--- src/hw/rtl/lplg_pkg.sv ---
// Package for the LED pattern level generator: item kinds, side-band structs,
// configuration layout, pattern timing constants and datapath widths.
// No dependencies.
package lplg_pkg;

   localparam int NOW_W      = 32;
   localparam int PERIOD_W   = 16;
   localparam int HOUR_W     = 5;
   localparam int LEVEL_W    = 8;
   localparam int NUM_W      = 23;
   localparam int SCALED_W   = 31;
   localparam int SCALE_W    = 23;
   localparam int QUOT_W     = 9;
   localparam int CSR_IDX_W  = 3;
   localparam int CSR_DATA_W = 16;

   localparam logic [3:0] MODE_AUTO      = 4'd0;
   localparam logic [3:0] MODE_ON        = 4'd1;
   localparam logic [3:0] MODE_OFF       = 4'd2;
   localparam logic [3:0] MODE_BREATHE   = 4'd3;
   localparam logic [3:0] MODE_SLOW      = 4'd4;
   localparam logic [3:0] MODE_FAST      = 4'd5;
   localparam logic [3:0] MODE_DOUBLE    = 4'd6;
   localparam logic [3:0] MODE_HEARTBEAT = 4'd7;
   localparam logic [3:0] MODE_PULSE     = 4'd8;
   localparam logic [3:0] MODE_CANDLE    = 4'd9;

   localparam logic [CSR_IDX_W-1:0] CSR_PATTERN_MODE = 3'd0;
   localparam logic [CSR_IDX_W-1:0] CSR_BREATH_PERIOD = 3'd1;
   localparam logic [CSR_IDX_W-1:0] CSR_WINDOW_START = 3'd2;
   localparam logic [CSR_IDX_W-1:0] CSR_WINDOW_END = 3'd3;
   localparam logic [CSR_IDX_W-1:0] CSR_POLARITY = 3'd4;

   localparam logic [PERIOD_W-1:0] PULSE_PERIOD_MS = 16'd1800;
   localparam logic [PERIOD_W-1:0] SLOW_BLINK_MS   = 16'd700;
   localparam logic [PERIOD_W-1:0] FAST_BLINK_MS   = 16'd180;
   localparam logic [PERIOD_W-1:0] DOUBLE_CYCLE_MS = 16'd1400;
   localparam logic [PERIOD_W-1:0] HEART_CYCLE_MS  = 16'd1500;
   localparam logic [PERIOD_W-1:0] CANDLE_CYCLE_MS = 16'd997;
   localparam logic [PERIOD_W-1:0] MIN_PERIOD_MS   = 16'd2;
   localparam logic [SCALE_W-1:0]  CANDLE_SPAN     = 23'd70;

   localparam logic [LEVEL_W-1:0] LEVEL_FULL  = 8'd255;
   localparam logic [LEVEL_W-1:0] LEVEL_DARK  = 8'd0;
   localparam logic [LEVEL_W-1:0] CANDLE_BASE = 8'd150;
   localparam logic [LEVEL_W-1:0] CANDLE_DIP  = 8'd60;

   typedef enum logic [2:0] {
      KIND_FIXED,
      KIND_BLINK,
      KIND_DOUBLE,
      KIND_HEART,
      KIND_RAMP,
      KIND_PULSE,
      KIND_CANDLE
   } kind_type;

   typedef struct packed {
      kind_type             kind;
      logic [LEVEL_W-1:0]   level;
   } tag_type;

   typedef struct packed {
      kind_type             kind;
      logic [LEVEL_W-1:0]   level;
      logic                 dip;
   } mark_type;

   typedef struct packed {
      logic [3:0]           mode;
      logic [PERIOD_W-1:0]  period;
      logic [HOUR_W-1:0]    start_hour;
      logic [HOUR_W-1:0]    end_hour;
      logic                 polarity;
   } cfg_type;

endpackage

--- src/hw/rtl/lplg_decode.sv ---
// Input stage: picks the pattern kind and the divisor for each word from the
// link, touch, hour window and configuration. Depends on lplg_pkg.
module lplg_decode import lplg_pkg::*; (
   input  logic                clock,
   input  logic                reset,
   input  logic                en,
   input  cfg_type             cfg,
   input  logic                in_valid,
   input  logic [NOW_W-1:0]    now_ms,
   input  logic [HOUR_W-1:0]   hour_of_day,
   input  logic                hour_valid,
   input  logic                touch,
   input  logic                link_up,
   output logic                out_valid,
   output logic [NOW_W-1:0]    out_now,
   output logic [PERIOD_W-1:0] out_divisor,
   output tag_type             out_tag
);

   logic                valid_ff;
   logic [NOW_W-1:0]    now_ff;
   logic [PERIOD_W-1:0] divisor_ff;
   logic [PERIOD_W-1:0] divisor_in;
   tag_type             tag_ff;
   tag_type             tag_in;
   logic [PERIOD_W-1:0] period;
   logic                window_open;

   assign period = (cfg.period < MIN_PERIOD_MS) ? MIN_PERIOD_MS : cfg.period;

   always_comb begin
      if (cfg.start_hour > cfg.end_hour) begin
         window_open = (hour_of_day >= cfg.start_hour) || (hour_of_day < cfg.end_hour);
      end else begin
         window_open = (hour_of_day >= cfg.start_hour) && (hour_of_day < cfg.end_hour);
      end
   end

   always_comb begin
      tag_in.kind  = KIND_FIXED;
      tag_in.level = LEVEL_DARK;
      divisor_in   = period;
      if (!link_up) begin
         tag_in.kind = KIND_BLINK;
         divisor_in  = FAST_BLINK_MS;
      end else if (touch) begin
         tag_in.level = LEVEL_FULL;
      end else begin
         case (cfg.mode)
            MODE_AUTO: begin
               if (hour_valid && window_open) begin
                  tag_in.kind = KIND_RAMP;
               end
            end
            MODE_ON: begin
               tag_in.level = LEVEL_FULL;
            end
            MODE_OFF: begin
               tag_in.level = LEVEL_DARK;
            end
            MODE_BREATHE: begin
               tag_in.kind = KIND_RAMP;
            end
            MODE_SLOW: begin
               tag_in.kind = KIND_BLINK;
               divisor_in  = SLOW_BLINK_MS;
            end
            MODE_FAST: begin
               tag_in.kind = KIND_BLINK;
               divisor_in  = FAST_BLINK_MS;
            end
            MODE_DOUBLE: begin
               tag_in.kind = KIND_DOUBLE;
               divisor_in  = DOUBLE_CYCLE_MS;
            end
            MODE_HEARTBEAT: begin
               tag_in.kind = KIND_HEART;
               divisor_in  = HEART_CYCLE_MS;
            end
            MODE_PULSE: begin
               tag_in.kind = KIND_PULSE;
               divisor_in  = PULSE_PERIOD_MS;
            end
            MODE_CANDLE: begin
               tag_in.kind = KIND_CANDLE;
               divisor_in  = CANDLE_CYCLE_MS;
            end
            default: begin
               tag_in.level = LEVEL_DARK;
            end
         endcase
      end
   end

   always_ff @(posedge clock) begin
      if (reset) begin
         valid_ff <= 1'b0;
      end else if (en) begin
         valid_ff <= in_valid;
      end
   end

   always_ff @(posedge clock) begin
      if (en) begin
         now_ff     <= now_ms;
         divisor_ff <= divisor_in;
         tag_ff     <= tag_in;
      end
   end

   assign out_valid   = valid_ff;
   assign out_now     = now_ff;
   assign out_divisor = divisor_ff;
   assign out_tag     = tag_ff;

endmodule

--- config.mk ---
export PLATFORM = sky130hd
export DESIGN_NAME = lplg_decode
export DESIGN_NICKNAME = d
export VERILOG_FILES = /design/src/hw/rtl/lplg_pkg.sv /design/src/hw/rtl/lplg_decode.sv
export SDC_FILE = /design/constraint.sdc
export NUM_CORES = 1
export LEC_CHECK = 0
export BUFFER_PORTS_ARGS = -buffer_cell sky130_fd_sc_hd__clkbuf_2
export CORE_AREA = 2 2 79 81
export CTS_CLUSTER_DIAMETER = 30
export DETAILED_ROUTE_END_ITERATION = 10
export DIE_AREA = 0 0 81 83
export PLACE_DENSITY = 0.88
export SLEW_MARGIN = 20
export SYNTH_ARGS = -nofsm -noshare
export SYNTH_HDL_FRONTEND = slang
export SYNTH_SLANG_ARGS = --single-unit
--- constraint.sdc ---
create_clock -name clock -period 4.6 [get_ports clock]
set_input_delay 0.46 -clock clock [delete_from_list [all_inputs] [get_ports clock]]
set_output_delay 0.46 -clock clock [all_outputs]
set_load 0.05 [all_outputs]
==> summary.md, run 1 <==
| Metric | Value |
|---|---|
| IO buf count | `133` |
| Distinct cells, synth | `35` |
| Top delay family on crit path | `compound AO/OA/AOI/OAI gates` |
| R2R Path Start | `out_valid` |
| Initial detailed-routing violation count | `99` |
| Final hold slack | `0.3018 ns` |
| Routed via count | `1950` |
| Post-cts resize count | `0` |
| Core ar. | `5816 µm²` |
| Footprint of the multi-input gates | `735.7 µm²` |
| Seq/Total Area, Yosys | `0.6469` |
| RSZ-0062 raised after global routing | `no` |
| First-pass GRT wire length | `8.942 mm` |
| Max Clock Freq | `603.2 MHz` |
| Initial Util | `0.4204` |
| Placed cell areas | `3137 µm²` |
| Syn nets | `280` |
| Main synth FF type | `edfxtp_1` |
| Reg2reg setup slack | `4.02 ns` |
| Pre-CTS setup slack | `2.594 ns` |
| CP Cell Sequence | `clkbuf_2 > inv_1 > ha_1 > a21oi_1 > a21boi_1 > o32ai_1 > maj3_1 > a21oi_1` |
| CP required | `4.66 ns` |
| Final ANT Viol Nets | `0` |
| # diodes | `0` |
| Worst setup path startpoint | `cfg[4]` |
| Share of the synthesized area in the top cell type | `0.6387` |
| Mapped Cells | `191` |
| Final Hold Fails | `0` |
| Crit path DAT | `1.72 ns` |
| Die area | `6723 µm²` |
| RR Endpoint | `out_valid` |
| Final setup viols | `0` |
| Row count | `28` |
| Clock transition at path regs | `0.09 ns` |
| Setup tns final | `0 ns` |
| Setup ws final | `2.942 ns` |
| Top-count cell post-synth | `edfxtp_1` |
| Largest net degree at the start of global routing | `54` |
| Hold-fix buffers, CTS | `0` |
| Vias per inst | `4.924` |
| Post-synth EDFFs | `52` |
| CTS Sinks | `53` |
| Outcome | `finished clean` |
| Buf/Inv on CP | `2` |
| Fin crit period | `1.658 ns` |
| Max IR drop VDD | `0.2086 mV` |
| CTS H-tree lvls | `2` |
| Finished Cell Area | `3233 µm²` |
| Die height | `83 µm` |
| Final net count | `409` |
| GR Util All Layers | `0.1720` |
| Synth area leader | `edfxtp_1` |
| Hold WC Path Type | `input pin to flop` |
| Cell area power density | `357.3 nW/µm²` |
| Synth Warn # | `0` |
| Area Overhead vs Synth | `32.24%` |
| Share of flip-flops with an asynchronous set or reset | `0` |
| Die X | `81 µm` |
| Layout fillers | `499` |
| Critical path depth | `8` |
| Routed WL | `5.865 mm` |
| Slew @ Worst Pin | `0.6458 ns` |
| Drt pass-1 iters | `5` |
| CP endpoint | `out_tag[10]` |
| Post-CTS setup buffer count | `0` |
| Final Non-Filler Cells | `396` |
| CP max FO | `3` |
| Placed insts | `388` |
| Syn avg cell area | `12.80 µm²` |
| Initial antenna violation count | `0` |
| CTS root buffer | `clkbuf_8` |
| GP Congestion | `0.8098` |
| Layout cells sized above 1 | `0.4548` |
| IO Pins | `135` |
| Crit. End Element | `flop` |
| Max Root-Sink Buffers | `2` |
| Critical setup path kind | `input pin to flop` |
| Max-cap violations | `0` |
| Worst Skew | `0 ns` |
| Skew-Pair Late Insertion Delay | `0.30 ns` |
| Relative slew slack | `0.5695` |
| Reg2Reg Depth | `2` |
| CP most frequent cell | `a21oi_1` |
| Synth Cell Area | `2445 µm²` |
| Delay of the slowest critical-path stage | `0.33 ns` |
| Residual DRC count | `0` |
| Leak pwr | `1.529 nW` |
| Tcrit/Tclk final | `0.3604` |
| Max-slew violations | `0` |
| CTS tree | `built` |
| Yosys reg bits | `53` |
| Wirelength per Cell | `14.81 µm` |
| Seq. cell area | `1582 µm²` |
| GRT Residual Overflow | `0` |
| Dpl hpwl | `4.890 mm` |
| CTS Buf Count | `5` |
| Startpoint Class | `input pin` |
| Largest cells by area after synthesis | `edfxtp_1 64%, ha_1 7.2%, a21oi_1 2.9%, nor2_1 2.3%, buf_4 2.1%` |
| Slowest CP cell | `ha_1` |
| Commonest cells post-synth | `52 x edfxtp_1, 15 x nor2_1, 14 x a21oi_1, 14 x ha_1, 14 x inv_1` |
| Vias in the first global route | `1904` |
==> report_power, final <==
group	internal (mW)	total (mW)	switching (mW)
combinational	0.0762	0.304	0.228
clock	0.122	0.266	0.144
sequential	0.573	0.586	0.0123
==> cells in the final DEF (no fill, tap or decap), types with 2 or more instances in the layout <==
| master | instances |
|---|---|
| mux2i_1 | 2 |
| nand2b_1 | 3 |
| o21ai_1 | 3 |
| edfxtp_1 | 52 |
| o31ai_1 | 2 |
| nor3_1 | 2 |
| a21oi_1 | 14 |
| nor4_1 | 3 |
| nor2_1 | 15 |
| o21ai_0 | 9 |
| nand2_1 | 11 |
| clkbuf_2 | 133 |
| nor2b_1 | 4 |
| inv_1 | 14 |
| and2_1 | 4 |
| nand3_1 | 2 |
| ha_1 | 14 |
| a31oi_1 | 5 |
| clkbuf_8 | 6 |
| a21o_1 | 6 |
==> metal layers <==
metal,vias up,GRT usage,wire length (µm)
met5,-,0,0
met4,0,0.06780,174
met3,15,0.05217,634
met2,98,0.3201,2945
met1,886,0.1729,2111
li1,951,-,-
==> layout make-up <==
| class | instances | area share |
|---|---|---|
| clock buffer | 6 | 0.02554 |
| tap | 75 | 0.02902 |
| sequential | 53 | 0.4892 |
| inverter | 14 | 0.01625 |
| multi-input combinational | 112 | 0.2276 |
| timing repair buffer | 134 | 0.2082 |
| clock inverter | 2 | 0.004257 |
==> worst min-delay path by stage <==
stage,from,to,slack [ns],cells after the start
floorplan,reset,out_valid,0.53,1
global placement,out_valid,out_valid,0.47,2
global route,reset,out_valid,0.29,2
detailed placement,out_valid,out_valid,0.49,2
finish,reset,out_valid,0.30,2
CTS,reset,out_valid,0.29,2
==> cells by family (layout without fill, tap and decap cells) <==
| group | count (synthesis) | count (layout) | synth area share |
|---|---|---|---|
| mux | 2 | 2 | 0.008189 |
| buf+inv | 26 | 156 | 0.05220 |
| fa+ha+maj | 15 | 15 | 0.07574 |
| compound gates | 43 | 43 | 0.1070 |
| flops | 53 | 53 | 0.6469 |
| simple gates | 52 | 52 | 0.1100 |
==> sequential cells by signal, indices dropped and copies added (netlist names) <==
register / count
out_now: 32
out_tag: 4
out_valid: 1
out_divisor: 16
==> metrics by stage <==
stage                 util  power, mW
detailed placement  0.5394     0.9031
global placement    0.5394     0.8924
finish              0.5559      1.155
global route        0.5559      1.207
floorplan                -     0.8103
CTS                 0.5559      1.165
Note: power is estimated with default switching activity, not from simulation.
==> inputs of run 2 (changes only) <==
- ABC_AREA: default -> 1
- CORE_AREA: 2 2 79 81 -> 2 2 82 84
- DIE_AREA: 0 0 81 83 -> 0 0 84 86
- PLACE_DENSITY: 0.88 -> 0.87
- clock period: 4.6 -> 1.4 ns (I/O delays scaled with it)
==> run 2 against run 1 <==
  * First-iteration DRC count did not move
  * Cell count increased by 12%
  * Highest routed layer unchanged
  * Global-route usage shrank 0.97 points
  * Clock skew did not move
  * Critical path type is now flop to output pin
==> summary.md, run 2 <==
| Metric | Value |
|---|---|
| Outcome | `finished clean (unchanged)` |
| Crit path DAT | `1.08 ns (was 1.72 ns)` |
| Sw Ratio | `0.3384 (was 0.3321)` |
| R2R Path Start | `out_valid (unchanged)` |
| Reg2Reg Depth | `2 (unchanged)` |
| CP max FO | `8 (was 3)` |
| CTS root buffer | `clkbuf_8 (unchanged)` |
| Crit. End Element | `output pin (was flop)` |
| Finished Cell Area | `3386 µm² (was 3233 µm²)` |
| Post-synth EDFFs | `52 (unchanged)` |
| CP endpoint | `out_tag[1] (was out_tag[10])` |
| IO Pins | `135 (unchanged)` |
| Layout fillers | `540 (was 499)` |
| Critical setup path kind | `flop to output pin (was input pin to flop)` |
| Worst Skew | `0 ns (unchanged)` |
| Residual DRC count | `0 (unchanged)` |
| CTS Sinks | `53 (unchanged)` |
| Sequential share of power | `0.507 (about the same)` |
| Distinct cells, synth | `25 (was 35)` |
| Top Metal Used | `met4 (unchanged)` |
| First-pass GRT wire length | `9.232 mm (was 8.942 mm)` |
| Worst setup path startpoint | `out_tag[6] (was cfg[4])` |
| Commonest non-fill, non-tap cell in the layout | `clkbuf_2 (unchanged)` |
| Slowest CP cell | `edfxtp_1 (was ha_1)` |
| Leak pwr | `1.700 nW (was 1.529 nW)` |
| DR WL met2 | `3.326 mm (was 2.945 mm)` |
| Syn nets | `311 (was 280)` |
| Dpl hpwl | `5.008 mm (was 4.890 mm)` |
| Wirelength per Cell | `14.06 µm (was 14.81 µm)` |
| Die X | `84 µm (was 81 µm)` |
| Area Overhead vs Synth | `36.39% (was 32.24%)` |
| Delay of the slowest critical-path stage | `0.47 ns (was 0.33 ns)` |
| Routed WL | `6.230 mm (was 5.865 mm)` |
| Largest register FFs | `32 (unchanged)` |
| Max Clock Freq | `819.2 MHz` |
| Post-CTS setup buffer count | `0 (unchanged)` |
| Fin crit period | `1.221 ns` |
| Drt pass-1 iters | `4 (was 5)` |
| Share of the synthesized area in the top cell type | `0.6290 (was 0.6387)` |
| Initial Util | `0.3955 (was 0.4204)` |
| RR Endpoint | `out_valid (unchanged)` |
| Initial detailed-routing violation count | `99 (unchanged)` |
| Largest cells by area after synthesis | `edfxtp_1 63%, nand2_1 7.4%, ha_1 7.1%, inv_1 5.3%, a21oi_1 3.2% (was edfxtp_1 64%, ha_1 7.2%, a21oi_1 2.9%, nor2_1 2.3%, buf_4 2.1%)` |
| Mapped Cells | `222 (was 191)` |
| Critical path depth | `1 (was 8)` |
| CTS tree | `built (unchanged)` |
| Final net count | `454 (was 409)` |
| Buf/Inv on CP | `1 (was 2)` |
| Layout cells sized above 1 | `0.4180 (was 0.4548)` |
| Post-cts resize count | `0 (unchanged)` |
| Vias in the first global route | `2015 (was 1904)` |
| Clock transition at path regs | `0.10 ns (was 0.09 ns)` |
| Synth Cell Area | `2482 µm² (was 2445 µm²)` |
| Comb power frac | `0.278 (was 0.263)` |
| Max-cap violations | `0 (unchanged)` |
| CP Cell Sequence | `clkbuf_2 (was clkbuf_2 > inv_1 > ha_1 > a21oi_1 > a21boi_1 > o32ai_1 > maj3_1 > a21oi_1)` |
| Synth area leader | `edfxtp_1 (unchanged)` |
| Cell internal pwr | `2.511 mW (was 0.7716 mW)` |
| Yosys reg bits | `53 (unchanged)` |
| GRT Residual Overflow | `0 (unchanged)` |
| Skew-Pair Late Insertion Delay | `0.30 ns (about the same)` |
| Max-slew violations | `0 (unchanged)` |
| Top-count cell post-synth | `edfxtp_1 (unchanged)` |
| RSZ-0062 raised after global routing | `no (unchanged)` |
| Top delay family on crit path | `flip-flops (was compound AO/OA/AOI/OAI gates)` |
| Startpoint Class | `flop (was input pin)` |
| IO buf count | `133 (unchanged)` |
| Post-Route Utilization | `0.5394 (was 0.5559)` |
| Slew @ Worst Pin | `0.3018 ns (was 0.6458 ns)` |
| Seq/Total Area, Yosys | `0.6371 (was 0.6469)` |
| P_sw | `1.284 mW (was 0.3837 mW)` |
| Commonest cells after routing, fill and taps aside | `133 x clkbuf_2, 52 x edfxtp_1, 49 x nand2_1 (was 133 x clkbuf_2, 52 x edfxtp_1, 15 x nor2_1)` |
| Hold WC Path Type | `input pin to flop (unchanged)` |
| Footprint of the multi-input gates | `701.9 µm² (was 735.7 µm²)` |
| Commonest cells post-synth | `52 x edfxtp_1, 49 x nand2_1, 35 x inv_1 (was 52 x edfxtp_1, 15 x nor2_1, 14 x a21oi_1, 14 x ha_1, 14 x inv_1)` |
| Row count | `29 (was 28)` |
| Initial antenna violation count | `0 (unchanged)` |
| Relative slew slack | `0.7997 (was 0.5695)` |
| Final ANT Viol Nets | `0 (unchanged)` |
| GR Util All Layers | `0.1623 (was 0.1720)` |
| Max Root-Sink Buffers | `2 (unchanged)` |
| Final hold slack | `0.01624 ns (was 0.3018 ns)` |
| Final setup viols | `0 (unchanged)` |
| GP Congestion | `0.9171 (was 0.8098)` |
| Main synth FF type | `edfxtp_1 (unchanged)` |
| Tcrit/Tclk final | `0.8719` |
| DRT met1 WL | `2.371 mm (was 2.111 mm)` |
| Synth Warn # | `0 (unchanged)` |
| Die area | `7224 µm² (was 6723 µm²)` |
| Pre-CTS setup slack | `-0.01085 ns (was 2.594 ns)` |
| Placed cell areas | `3229 µm² (was 3137 µm²)` |
| Reg2reg setup slack | `0.75 ns (was 4.02 ns)` |
| Hold-fix buffers, CTS | `0 (unchanged)` |
| Syn avg cell area | `11.18 µm² (was 12.80 µm²)` |
| Max IR drop VDD | `0.7160 mV (was 0.2086 mV)` |
| Final Hold Fails | `0 (unchanged)` |
| Routed via count | `2070 (was 1950)` |
| Share of flip-flops with an asynchronous set or reset | `0 (unchanged)` |
| Setup ws final | `0.1794 ns (was 2.942 ns)` |
| Core ar. | `6277 µm² (was 5816 µm²)` |
| Cell area power density | `1121 nW/µm² (was 357.3 nW/µm²)` |
| CTS H-tree lvls | `2 (unchanged)` |
| Largest net degree at the start of global routing | `54 (unchanged)` |
| Hold depth | `1 (was 2)` |
| # diodes | `0 (unchanged)` |
| Routed wl met3 | `473 µm (was 634 µm)` |
| CTS Buf Count | `5 (unchanged)` |
| CP required | `1.26 ns (was 4.66 ns)` |
| Power share of the clock group | `0.216 (was 0.230)` |
| Vias per inst | `4.673 (was 4.924)` |
| Die height | `86 µm (was 83 µm)` |
| Seq. cell area | `1582 µm² (unchanged)` |
==> run 2: cell count changes in the layout (fill, tap and decap cells not counted), moves of 3 or more <==
cell           previous run  this run
nor4_1                    3         0
dlygate4sd3_1             0         7
nand3_1                   2        12
nand2_1                  11        49
nand2b_1                  3         0
a31oi_1                   5         0
a21o_1                    6         0
inv_1                    14        35
and2_1                    4         0
nor2b_1                   4         0
o21ai_0                   9         3
o21ai_1                   3         0
==> run 2: per-stage QoR <==
stage | TNS, ns | total power, mW | std cells
floorplan | 0 | 2.682 | 222
global placement | 0 | 2.967 | 428
detailed placement | -0.01085 | 2.998 | 428
CTS | 0 | 3.810 | 436
global route | 0 | 3.964 | 443
finish | 0 | 3.795 | 443
==> run 2: worst min-delay path by stage <==
| stage | endpoint | slack [ns] | startpoint |
|---|---|---|---|
| after floorplan | out_valid | 0.21 | reset |
| after global placement | out_valid | 0.30 | reset |
| after detailed placement | out_now[5] | 0.32 | now_ms[5] |
| after CTS | out_valid | 0.002 | reset |
| after global routing | out_now[10] | 0.0005 | now_ms[10] |
| final | out_now[27] | 0.02 | now_ms[27] |
==> run 2: kinds of logic after synthesis <==
logic type | share of synthesized area
flops | 0.6371
simple gates | 0.1462
mux | 0.004032
fa+ha+maj | 0.07057
buf+inv | 0.08014
compound gates | 0.06200
==> run 2: final cells by class <==
class                   count  share of cell area
repair buffers            144              0.2299
well taps                  77             0.02846
clock buffers               6             0.02143
clock inverters             2            0.004065
inverters                  37             0.04176
multi-input cells         124              0.2073
flip-flops and latches     53              0.4671
==> run 2: routing by layer <==
layer | global-route usage | up-vias
li1 | - | 1027
met4 | 0.05279 | 0
met2 | 0.3069 | 99
met1 | 0.1782 | 938
met5 | 0 | -
met3 | 0.04042 | 6
==> run 2: power groups by stage <==
stage	sequential, mW	combinational [mW]	clock [mW]
after CTS	1.92	1.04	0.847
after floorplan	2.41	0.272	0
final	1.92	1.05	0.818
after detailed placement	1.96	1.04	0
after global routing	1.94	1.12	0.911
after global placement	1.95	1.01	0
==> inputs of run 3 (changes only) <==
- CELL_PAD_IN_SITES_DETAIL_PLACEMENT: default -> 1
- CELL_PAD_IN_SITES_GLOBAL_PLACEMENT: default -> 1
- CORE_AREA: 2 2 82 84 -> 2 2 96 98
- DIE_AREA: 0 0 84 86 -> 0 0 98 100
- PLACE_DENSITY: 0.87 -> 0.86
- SLEW_MARGIN: 20 -> default
==> run 3 against run 2 <==
  * Critical path depth unchanged
  * Largest cell class unchanged
  * Die area is 36% higher
  * Cell count is 11% higher
  * Combinational power grew 4%
  * Power grew 3.3%
  * Critical path type unchanged
==> summary.md, run 3 (synthesis gave the netlist of run 2 again) <==
| Metric | Value |
|---|---|
| IO buf count | `133 (unchanged)` |
| IO Pins | `135 (unchanged)` |
| Largest register FFs | `32 (unchanged)` |
| Max IR drop VDD | `0.4047 mV (was 0.7160 mV)` |
| Crit path DAT | `1.11 ns (was 1.08 ns)` |
| Crit. End Element | `output pin (unchanged)` |
| Finished Cell Area | `3565 µm² (was 3386 µm²)` |
| Worst Skew | `0 ns (unchanged)` |
| CTS Buf Count | `5 (unchanged)` |
| CP max FO | `8 (unchanged)` |
| Initial detailed-routing violation count | `35 (was 99)` |
| Die area | `9800 µm² (was 7224 µm²)` |
| CP required | `1.26 ns (about the same)` |
| GP Congestion | `0.8093 (was 0.9171)` |
| GR Util All Layers | `0.1401 (was 0.1623)` |
| Area Overhead vs Synth | `43.60% (was 36.39%)` |
| Die height | `100 µm (was 86 µm)` |
| Max-cap violations | `0 (unchanged)` |
| Leak pwr | `1.752 nW (was 1.700 nW)` |
| Drt pass-1 iters | `4 (unchanged)` |
| Delay of the slowest critical-path stage | `0.48 ns (was 0.47 ns)` |
| Slowest CP cell | `edfxtp_1 (unchanged)` |
| Vias per inst | `4.404 (was 4.673)` |
| Routed via count | `2158 (was 2070)` |
| CTS H-tree lvls | `2 (unchanged)` |
| Final ANT Viol Nets | `0 (unchanged)` |
| RSZ-0062 raised after global routing | `no (unchanged)` |
| Wirelength per Cell | `14.50 µm (was 14.06 µm)` |
| Max Clock Freq | `801.6 MHz (was 819.2 MHz)` |
| Final Hold Fails | `0 (unchanged)` |
| Dpl hpwl | `5.664 mm (was 5.008 mm)` |
| Commonest cells after routing, fill and taps aside | `133 x clkbuf_2, 52 x edfxtp_1, 49 x nand2_1 (unchanged)` |
| Final net count | `467 (was 454)` |
| Layout cells sized above 1 | `0.4090 (was 0.4180)` |
| Startpoint Class | `flop (unchanged)` |
| Clock transition at path regs | `0.10 ns (about the same)` |
| Fin crit period | `1.247 ns (was 1.221 ns)` |
| CP Cell Sequence | `clkbuf_2 (unchanged)` |
| GRT Residual Overflow | `0 (unchanged)` |
| # diodes | `0 (unchanged)` |
| Max-slew violations | `0 (unchanged)` |
| Buf/Inv on CP | `1 (unchanged)` |
| Placed cell areas | `3279 µm² (was 3229 µm²)` |
| Seq. cell area | `1582 µm² (unchanged)` |
| First-pass GRT wire length | `10.78 mm (was 9.232 mm)` |
| Tcrit/Tclk final | `0.8910 (was 0.8719)` |
| Max Root-Sink Buffers | `2 (unchanged)` |
| CTS Sinks | `53 (unchanged)` |
| Post-cts resize count | `0 (unchanged)` |
| Die X | `98 µm (was 84 µm)` |
| Footprint of the multi-input gates | `701.9 µm² (unchanged)` |
| Core ar. | `8890 µm² (was 6277 µm²)` |
| CTS tree | `built (unchanged)` |
| Initial antenna violation count | `0 (unchanged)` |
| Final setup viols | `0 (unchanged)` |
| Cell area power density | `1099 nW/µm² (was 1121 nW/µm²)` |
| Skew-Pair Late Insertion Delay | `0.31 ns (was 0.30 ns)` |
| Outcome | `finished clean (unchanged)` |
| Residual DRC count | `0 (unchanged)` |
| Largest net degree at the start of global routing | `54 (unchanged)` |
| Critical setup path kind | `flop to output pin (unchanged)` |
| Top delay family on crit path | `flip-flops (unchanged)` |
| Commonest non-fill, non-tap cell in the layout | `clkbuf_2 (unchanged)` |
| Slew @ Worst Pin | `0.3060 ns (was 0.3018 ns)` |
| Hold WC Path Type | `input pin to flop (unchanged)` |
| Routed WL | `7.106 mm (was 6.230 mm)` |
| CTS root buffer | `clkbuf_8 (unchanged)` |
| Relative slew slack | `0.7968 (was 0.7997)` |
| Row count | `35 (was 29)` |
| Layout fillers | `1016 (was 540)` |
| Vias in the first global route | `2229 (was 2015)` |
| Post-Route Utilization | `0.4010 (was 0.5394)` |
| Initial Util | `0.2792 (was 0.3955)` |
-- run 3: cell count changes in the layout (fill, tap and decap cells not counted) --
cell	delta
clkinv_2	-1
clkbuf_1	-1
inv_6	-1
inv_8	+1
dlygate4sd3_1	+12
clkinvlp_4	+2
buf_4	+1
-- run 3: final timing paths --
check	start	to	slack [ns]	cells after the start
max	out_tag[6]	out_tag[6]	0.15	1
min	now_ms[21]	out_now[21]	0.02	1
max reg2reg	out_valid	out_valid	0.76	2
min reg2reg	out_valid	out_valid	0.58	2
-- run 3: metal layers --
metal  track usage  vias up  share of wire
met2        0.2729       89           0.54
met5             0        -              0
li1              -     1056              -
met3       0.03134       16          0.060
met1        0.1444      997           0.37
met4       0.05662        0          0.029
-- run 3: power breakdown --
| part | total (mW) | internal [mW] | switching (mW) | leakage (nW) |
|---|---|---|---|---|
| Sequential | 1.93 | 1.88 | 0.0427 | 0.515 |
| Combinational | 1.09 | 0.293 | 0.795 | 1.19 |
| Clock | 0.904 | 0.365 | 0.539 | 0.0423 |
-- run 3: metrics by stage --
| stage | setup TNS, ns | total power, mW | hold WS [ns] | instances | setup WS [ns] |
|---|---|---|---|---|---|
| global route | 0 | 4.099 | 0.002956 | 490 | 0.08474 |
| global placement | 0 | 2.979 | 0.2986 | 463 | 0.02624 |
| finish | 0 | 3.919 | 0.01608 | 490 | 0.1525 |
| CTS | 0 | 3.958 | 0.003391 | 489 | 0.1125 |
| floorplan | 0 | 2.682 | 0.2124 | 222 | 0.2146 |
| detailed placement | -0.001437 | 3.018 | 0.3145 | 463 | -0.001437 |
-- run 3: area by class of cell --
class / instances / area share
Multi-Input combinational cell: 124 / 0.1969
Inverter: 37 / 0.03966
Clock buffer: 5 / 0.01931
Clock inverter: 3 / 0.007371
Tap cell: 111 / 0.03896
Sequential cell: 53 / 0.4437
Timing Repair Buffer: 157 / 0.2541
-- run 3: repair_timing --
item,4_1_cts,5_1_grt
hold buffers,18,1
endpoints found under the setup margin,0,0
buffers inserted,0,0
endpoints found under the hold margin,18,1
